--- src/sv/fbfs_pkg.sv ---
package fbfs_pkg;

    // Table depth and field widths.
    localparam int NUM_ENTRIES = 16;
    localparam int INDEX_W     = 4;
    localparam int SIZE_W      = 32;
    localparam int ID_W        = 16;
    localparam int MODE_W      = 2;

    // Command codes.
    localparam logic CMD_WRITE = 1'b0;
    localparam logic CMD_QUERY = 1'b1;

    // Fit mode codes; the unused code behaves as first fit.
    localparam logic [MODE_W-1:0] MODE_FIRST = 2'd0;
    localparam logic [MODE_W-1:0] MODE_BEST  = 2'd1;
    localparam logic [MODE_W-1:0] MODE_WORST = 2'd2;

    // Contents of one table slot.
    typedef struct packed {
        logic              valid;
        logic [SIZE_W-1:0] size;
        logic [ID_W-1:0]   id;
    } slot_t;

    // A query as it travels along the chain, with the best pick so far.
    typedef struct packed {
        logic              valid;
        logic [SIZE_W-1:0] req;
        logic              have;
        logic [SIZE_W-1:0] pick_size;
        logic [ID_W-1:0]   pick_id;
    } token_t;

endpackage

--- src/sv/fbfs_cell.sv ---
module fbfs_cell
    import fbfs_pkg::*;
(
    input  logic              clk,
    input  logic              rst_n,
    input  logic              advance,
    input  logic [MODE_W-1:0] mode,
    input  logic              wr_en,
    input  slot_t             wr_slot,
    input  token_t            tok_prev,
    output token_t            tok_next
);

    slot_t  slot_reg;
    token_t tok_reg;
    token_t tok_next_val;
    logic   fits;
    logic   take;

    // Compare this slot against the query and keep the better candidate.
    always_comb
    begin
        fits = slot_reg.valid && (slot_reg.size >= tok_prev.req);
        take = 1'b0;
        if (fits)
        begin
            if (!tok_prev.have)
            begin
                take = 1'b1;
            end
            else if (mode == MODE_BEST)
            begin
                take = slot_reg.size < tok_prev.pick_size;
            end
            else if (mode == MODE_WORST)
            begin
                take = slot_reg.size > tok_prev.pick_size;
            end
        end
        tok_next_val = tok_prev;
        if (take)
        begin
            tok_next_val.have      = 1'b1;
            tok_next_val.pick_size = slot_reg.size;
            tok_next_val.pick_id   = slot_reg.id;
        end
    end

    always_ff @(posedge clk or negedge rst_n)
    begin
        if (!rst_n)
        begin
            slot_reg <= '0;
        end
        else if (wr_en)
        begin
            slot_reg <= wr_slot;
        end
    end

    always_ff @(posedge clk or negedge rst_n)
    begin
        if (!rst_n)
        begin
            tok_reg <= '0;
        end
        else if (advance)
        begin
            tok_reg <= tok_next_val;
        end
    end

    assign tok_next = tok_reg;

endmodule

--- config.mk ---
export PLATFORM = sky130hd
export DESIGN_NAME = fbfs_cell
export DESIGN_NICKNAME = d
export VERILOG_FILES = /design/src/sv/fbfs_pkg.sv /design/src/sv/fbfs_cell.sv
export SDC_FILE = /design/constraint.sdc
export NUM_CORES = 1
export LEC_CHECK = 0
export ABC_AREA = 1
export ABC_CLOCK_PERIOD_IN_PS = 1800
export BUFFER_PORTS_ARGS = -buffer_cell sky130_fd_sc_hd__buf_2
export CAP_MARGIN = 20
export CORE_MARGIN = 8
export CORE_UTILIZATION = 47
export DETAILED_ROUTE_END_ITERATION = 16
export PLACE_DENSITY_LB_ADDON = 0.2
export SYNTH_ARGS = -nofsm -noshare
export SYNTH_HDL_FRONTEND = slang
export SYNTH_SLANG_ARGS = --single-unit
--- constraint.sdc ---
create_clock -name clk -period 1.8 [get_ports clk]
set_input_delay 0.36 -clock clk [delete_from_list [all_inputs] [get_ports clk]]
set_output_delay 0.36 -clock clk [all_outputs]
set_load 0.02 [all_outputs]
==> results of run 1 <==
[per-layer routing]
metal,track usage (%),up-vias
met2,35.29,276
met4,8.114,4
li1,-,3422
met3,6.048,32
met1,28.97,3199
met5,0,-
[metrics by stage]
step           std cells  hold slack (ps)  power (uW)  setup TNS [ps]  worst slack [ps]
2_1_floorplan        936            64.41        4636           -5317            -151.2
3_3_place_gp        1326            270.0        5412          -25060            -537.2
3_5_place_dp        1326            268.4        5447          -27660            -595.0
4_1_cts             1368            127.5        9560          -20490            -455.9
5_1_grt             1373            150.5       10160          -28580            -616.9
6_report            1373            139.9        9734          -22060            -512.5
[worst min-delay path by stage]
stage / startpoint / end / depth (start not counted)
after detailed placement: rst_n / tok_next[52]$_DFFE_PN0P_ / 1
final: wr_slot[10] / slot_reg[10]$_DFFE_PN0P_ / 3
after floorplan: rst_n / slot_reg[0]$_DFFE_PN0P_ / 0
after CTS: tok_prev[81] / tok_next[81]$_DFFE_PN0P_ / 3
after global placement: rst_n / slot_reg[21]$_DFFE_PN0P_ / 1
after global routing: wr_slot[11] / slot_reg[11]$_DFFE_PN0P_ / 3
[repair_timing]
item,in CTS,in global routing
setup endpoints to repair,49,49
hold endpoints to repair,26,0
pin swaps,19,24
cloned,4,3
buffers inserted,5,4
resized for setup,50,91
hold buffers,1,0
[worst max-delay path, stage by stage, from the launching register on]
cell     delay, ps
dfrtp_1        440
buf_6          150
ha_4           280
nand2_4         60
nor2_4          90
nand2_2         80
nor4_4         220
nand2_1        100
nand3_2        110
nand2_4         80
inv_8          100
buf_12         110
buf_16         140
nand3_1         80
nand3_1        100
nand2_1         60
[cell type report]
class                           count  area share, %
Clock buffer                       20          4.560
Inverter                          145          5.404
Tap cell                          188          2.299
Clock inverter                     12          1.968
Multi-Input combinational cell    616          37.17
Timing Repair Buffer              261          16.54
Sequential cell                   131          32.06
[Yosys cell counts (5+ instances only)]
| master | number |
|---|---|
| a21oi_1 | 29 |
| clkbuf_1 | 24 |
| buf_6 | 5 |
| inv_1 | 144 |
| nand2_1 | 300 |
| dfrtp_1 | 131 |
| buf_2 | 9 |
| nand3_1 | 100 |
| o21ai_0 | 82 |
| nor2_1 | 22 |
| ha_1 | 64 |
[report_power, final]
group          switching [uW]  internal [uW]
sequential                201           3260
clock                    1360           2570
combinational            1410            934
total                    2970           6760
[logic make-up (layout without fill, tap and decap cells)]
| logic type | after synthesis | after routing |
|---|---|---|
| AO/OA/AOI/OAI | 121 | 121 |
| AND/OR/NAND/NOR | 430 | 430 |
| multiplexers | 1 | 1 |
| flip-flops | 131 | 131 |
| adder cells (fa/ha/maj) | 64 | 64 |
| buffers and inverters | 189 | 438 |
==> summary.txt, run 1 <==
status - complete, but fails checks
failing checks - negative setup slack
CTS root buffer - clkbuf_16
FF-to-FF Start - slot_reg[43]$_DFFE_PN0P_
drt pass-1 iters - 5
dpl hpwl - 15250 um
ranking of synthesized cells by area - dfrtp_1, nand2_1, ha_1, inv_1, nand3_1
final core occ - 67.57%
min-delay worst type - in -> reg
Critical Path Source Type - flip-flop
GRT Total Usage - 22.39%
share of the synthesized area in the top cell type - 45.12%
met3 WL post-DR - 1830 um
met1 wire length - 9989 um
Seq/Total Area, Yosys - 45.12%
commonest non-fill, non-tap cell in the layout - nand2_1
nets - 1373
Syn-to-layout area delta - 40.85%
clock skew - 6.867 ps
vias in the first global route - 6967
Slew Viols, Final - 0
Placed Instance Area - 0.008718 mm^2
f_max - 432.4 MHz
# DRC - 0
Unique masters post-synth - 24
Critical Path AT - 2620 ps
met2 routed WL - 10670 um
Fillers - 1271
Synth Area in Adders - 11.02%
unrepaired setup endpoints after global routing - true
core area - 0.01515 mm^2
CP Class - reg -> reg
Worst-Skew Late Latency - 430 ps
Routed Antenna Nets - 0
Synth warnings - 0
IO Port Bufs - 218
compound-cell area share of the yosys netlist - 8.610%
area of the multi-input gates - 0.003804 mm^2
mux contribution to synthesized area - 0.1550%
simple-gate portion of the synthesized area - 24.44%
row cnt - 45
type of element capturing the critical path - flip-flop
vias - 6933
share of flip-flops with an asynchronous set or reset - 100.0%
CTS tree - yes
worst reg2reg endpoint - tok_next[31]$_DFFE_PN0P_
Worst Setup EP - tok_next[31]$_DFFE_PN0P_
Clock Sinks - 131
#FFs+latches synth - 131
antenna violations before repair - 2
worst vdd ir - 0.7529 mV
Syn Area/Cell - 7.763 um^2
Die Ht - 140.3 um
minimum clock period - 2313 ps
DR WL/cell - 16.69 um
diodes inserted - 0
top_reg_cell synth - dfrtp_1
first-pass GRT wire length - 34990 um
R2R Setup Slk - -510 ps
final setup fails - 49
Syn Std Cell Area - 0.007266 mm^2
main combinational cell family by area after synthesis - simple AND/OR/NAND/NOR gates
clock slew at reported path FFs - 60 ps
grt total ovfl - 0
Synth area leader - dfrtp_1
die footprint - 0.01969 mm^2
# H-tree levels - 4
total CTS buffers - 17
crit path launch - slot_reg[43]$_DFFE_PN0P_
final worst path period share - 128.5%
Synthesized Nets - 1137
Post-Route WL - 22920 um
CP max FO - 11
Final WS setup - -512.5 ps
Clock Path Buffers - 2
share of cells above drive strength 1 - 34.18%
IO Pins - 219
Reg area - 0.003281 mm^2
Final Hold Vio Count - 0
initial core utilization - 47.97%
xor/xnor share of the synthesized area - 0%
worst slew pin tran - 430.9 ps
uppermost layer routed - met5
data required time at the worst endpoint - 2110 ps
largest net degree at the start of global routing - 59
Die Wd - 140.3 um
Cells after Synth - 936
Cell Pwr Density - 951.2 mW/mm^2
fin area - 0.01023 mm^2
max reg flops - 82
via/cell ratio - 5.050
Initial DRC Count - 491
R2R depth - 15
Slew HR - 71.27%
routability congestion estimate - 0.8048
commonest non-fill, non-tap cells in the layout - nand2_1, buf_2, inv_1
EDFF count, synth - 0
Leakage - 0.005659 uW
max cap viols - 0
No activity file was read; power rests on OpenSTA's default activity.
==> inputs of run 2 (changes only) <==
--- a/config.mk
+++ b/config.mk
@@ -7,7 +7,7 @@
 export LEC_CHECK = 0
 export ABC_AREA = 1
 export ABC_CLOCK_PERIOD_IN_PS = 1800
-export BUFFER_PORTS_ARGS = -buffer_cell sky130_fd_sc_hd__buf_2
+export BUFFER_PORTS_ARGS = -buffer_cell sky130_fd_sc_hd__clkbuf_2
 export CAP_MARGIN = 20
 export CORE_MARGIN = 8
 export CORE_UTILIZATION = 47
==> run 2 against run 1 <==
  * The flow still finishes with violations (negative setup slack)
  * Clock power about the same
  * Worst hold slack improved by 4.1 ps
  * Combinational power about the same
  * Register-to-register slack got worse by 20 ps
  * Cell count about the same
  * Die area unchanged
  * Critical path depth unchanged
  * Via count decreased by 0.38%
  * Wire length increased by 0.58%
  * Power about the same
  * Global-route usage increased by 0.17 points
==> summary.txt, run 2 (synthesis gave the netlist of run 1 again) <==
vias in the first global route - 6976 (+0.13%)
Clock Sinks - 131 (unchanged)
critical hold path startpoint - wr_slot[18]
diodes inserted - 0 (unchanged)
minimum clock period - 2332 ps (+19.95 ps)
first-pass GRT wire length - 35450 um (+1.3%)
crit path launch - slot_reg[45]$_DFFE_PN0P_
Routed Antenna Nets - 0 (unchanged)
CP Buf/Inv Count - 3 (-1)
Switching Fraction - 30.24% (-0.29 points)
Crit path largest cell delay - 410 ps (-30 ps)
FF-to-FF Start - slot_reg[45]$_DFFE_PN0P_
CP top delay family - simple AND/OR/NAND/NOR gates
Slew HR - 52.06% (-19 points)
clock slew at reported path FFs - 60 ps (about the same)
antenna violations before repair - 2 (unchanged)
largest net degree at the start of global routing - 69 (+17%)
clock skew - 9.052 ps (+2.186 ps)
worst vdd ir - 0.6688 mV (-11%)
Critical Path Source Type - flip-flop
Syn-to-layout area delta - 40.55%
# H-tree levels - 4 (unchanged)
total CTS buffers - 17 (unchanged)
commonest non-fill, non-tap cells in the layout - nand2_1, clkbuf_2, inv_1
GRT Total Usage - 22.56% (+0.17 points)
max cap viols - 0 (unchanged)
drt pass-1 iters - 5 (unchanged)
hold endpoint - slot_reg[18]$_DFFE_PN0P_
vias - 6907 (-0.38%)
Psw - 2943 uW (-1.0%)
R2R depth - 15 (unchanged)
Comb pwr share - 23.8% (-0.3 points)
IO Port Bufs - 218 (unchanged)
via/cell ratio - 5.027 (-0.45%)
worst slew pin tran - 719.2 ps (+288.2 ps)
die footprint - 0.01969 mm^2 (unchanged)
type of element capturing the critical path - flip-flop
share of cells above drive strength 1 - 34.65% (+0.48 points)
dpl hpwl - 15290 um (+0.26%)
row cnt - 45 (unchanged)
Worst-Skew Late Latency - 420 ps (about the same)
Reg area - 0.003284 mm^2 (+0.11%)
max reg flops - 82 (unchanged)
nets - 1374 (+0.073%)
Die Ht - 140.3 um (unchanged)
Slew Viols, Final - 0 (unchanged)
core area - 0.01515 mm^2 (unchanged)
CTS tree - yes
grt total ovfl - 0 (unchanged)
final worst path period share - 129.6% (+1.1 points)
commonest non-fill, non-tap cell in the layout - nand2_1
R2R Setup Slk - -530 ps (-20 ps)
IO Pins - 219 (unchanged)
CP Class - reg -> reg
Cell Pwr Density - 952.8 mW/mm^2 (+0.17%)
failing checks - negative setup slack
status - complete, but fails checks
data required time at the worst endpoint - 2160 ps (+50 ps)
Final Hold Vio Count - 0 (unchanged)
f_max - 428.7 MHz (-0.86%)
initial core utilization - 47.97% (unchanged)
slowest stage cell on the critical path - dfrtp_1
Post-Route WL - 23050 um (+0.58%)
Fillers - 1288 (+1.3%)
Final WS setup - -532.5 ps (-19.95 ps)
area of the multi-input gates - 0.003780 mm^2 (-0.62%)
CP most frequent cell - nand2_2
CTS root buffer - clkbuf_16
unrepaired setup endpoints after global routing - true
CP max FO - 8 (-3)
Pwr Total - 9731 uW (about the same)
final setup fails - 49 (unchanged)
Initial DRC Count - 439 (-11%)
DR WL/cell - 16.78 um (+0.51%)
Clock Path Buffers - 2 (unchanged)
worst reg2reg endpoint - tok_next[43]$_DFFE_PN0P_
Die Wd - 140.3 um (unchanged)
routability congestion estimate - 0.8087 (+0.48%)
worst-path cell chain - buf_6, ha_4, nand2_2, nor2_4, nand2_2, nor4_4, nand2_1, nand3_2, nand2_4, inv_8, nand2_8, clkbuf_16, nand2_2, nand3_1, nand2_1
min-delay worst type - in -> reg
Leakage - 0.005670 uW (+0.20%)
Int Pwr - 6788 uW (+0.39%)
# DRC - 0 (unchanged)
WHS Path Cells - 3 (unchanged)
Seq pwr share - 35.7% (+0.2 points)
final core occ - 67.43% (-0.14 points)
Critical Path AT - 2690 ps (+70 ps)
Clock power frac - 40.5% (about the same)
Placement Setup Slack - -607.3 ps (-12.28 ps)
[run 2: changes by cell type in the layout (fill, tap and decap cells not counted), sizes merged]
cell / previous run / this run
buf: 258 / 43
clkinvlp: 2 / 1
inv: 145 / 144
clkbuf: 22 / 242
clkinv: 5 / 3
[run 2: layer usage]
layer	track usage (%)	part of all wire, %
met3	6.762	7.8
met1	28.82	43
met2	36.16	47
met4	6.686	1.9
met5	0	0.13
[run 2: how the worst max path moves through the flow]
stage	end	slack (ps)	cells past startpoint
CTS	tok_next[42]$_DFFE_PN0P_	-450	13
global placement	tok_next[42]$_DFFE_PN0P_	-550	18
global route	tok_next[43]$_DFFE_PN0P_	-670	15
finish	tok_next[43]$_DFFE_PN0P_	-530	15
floorplan	tok_next[12]$_DFFE_PN0P_	-150	14
detailed placement	tok_next[42]$_DFFE_PN0P_	-610	17
[run 2: stage by stage]
stage	TNS [ps]	instances	hold WS (ps)	cell area, um^2
6_report	-22500	1374	144.0	10210
5_1_grt	-29150	1374	142.6	10210
4_1_cts	-20010	1370	135.8	9836
3_5_place_dp	-27640	1324	291.9	8703
3_3_place_gp	-24970	1324	294.1	8703
2_1_floorplan	-5317	936	64.41	7266
[run 2: final cells by class]
class                           instances  share of cell area (%)
Clock buffer                           24                   4.815
Clock inverter                          8                   1.679
Inverter                              145                   5.415
Multi-Input combinational cell        616                   37.01
Sequential cell                       131                   32.16
Tap cell                              188                   2.303
Timing Repair Buffer                  262                   16.61
[run 2: tightest hold or removal path, cell delays in order]
cell and delay [ps]:
clkbuf_2 70, nand2_1 40, o21ai_0 50
[run 2: timing repair]
item	in CTS	in global routing
setup buffers	9	4
hold buffers	1	0
endpoints found under the setup margin	49	49
hold endpoints to repair	33	0
resized for setup	56	88
gates cloned	4	3
pin swaps	14	55
[run 2: power groups by stage]
stage / Combinational, uW / Sequential, uW / Clock, uW
3_5_place_dp: 1960 / 3490 / 0
6_report: 2320 / 3470 / 3940
2_1_floorplan: 910 / 3730 / 0
5_1_grt: 2570 / 3500 / 4080
3_3_place_gp: 1920 / 3490 / 0
4_1_cts: 2190 / 3460 / 3970
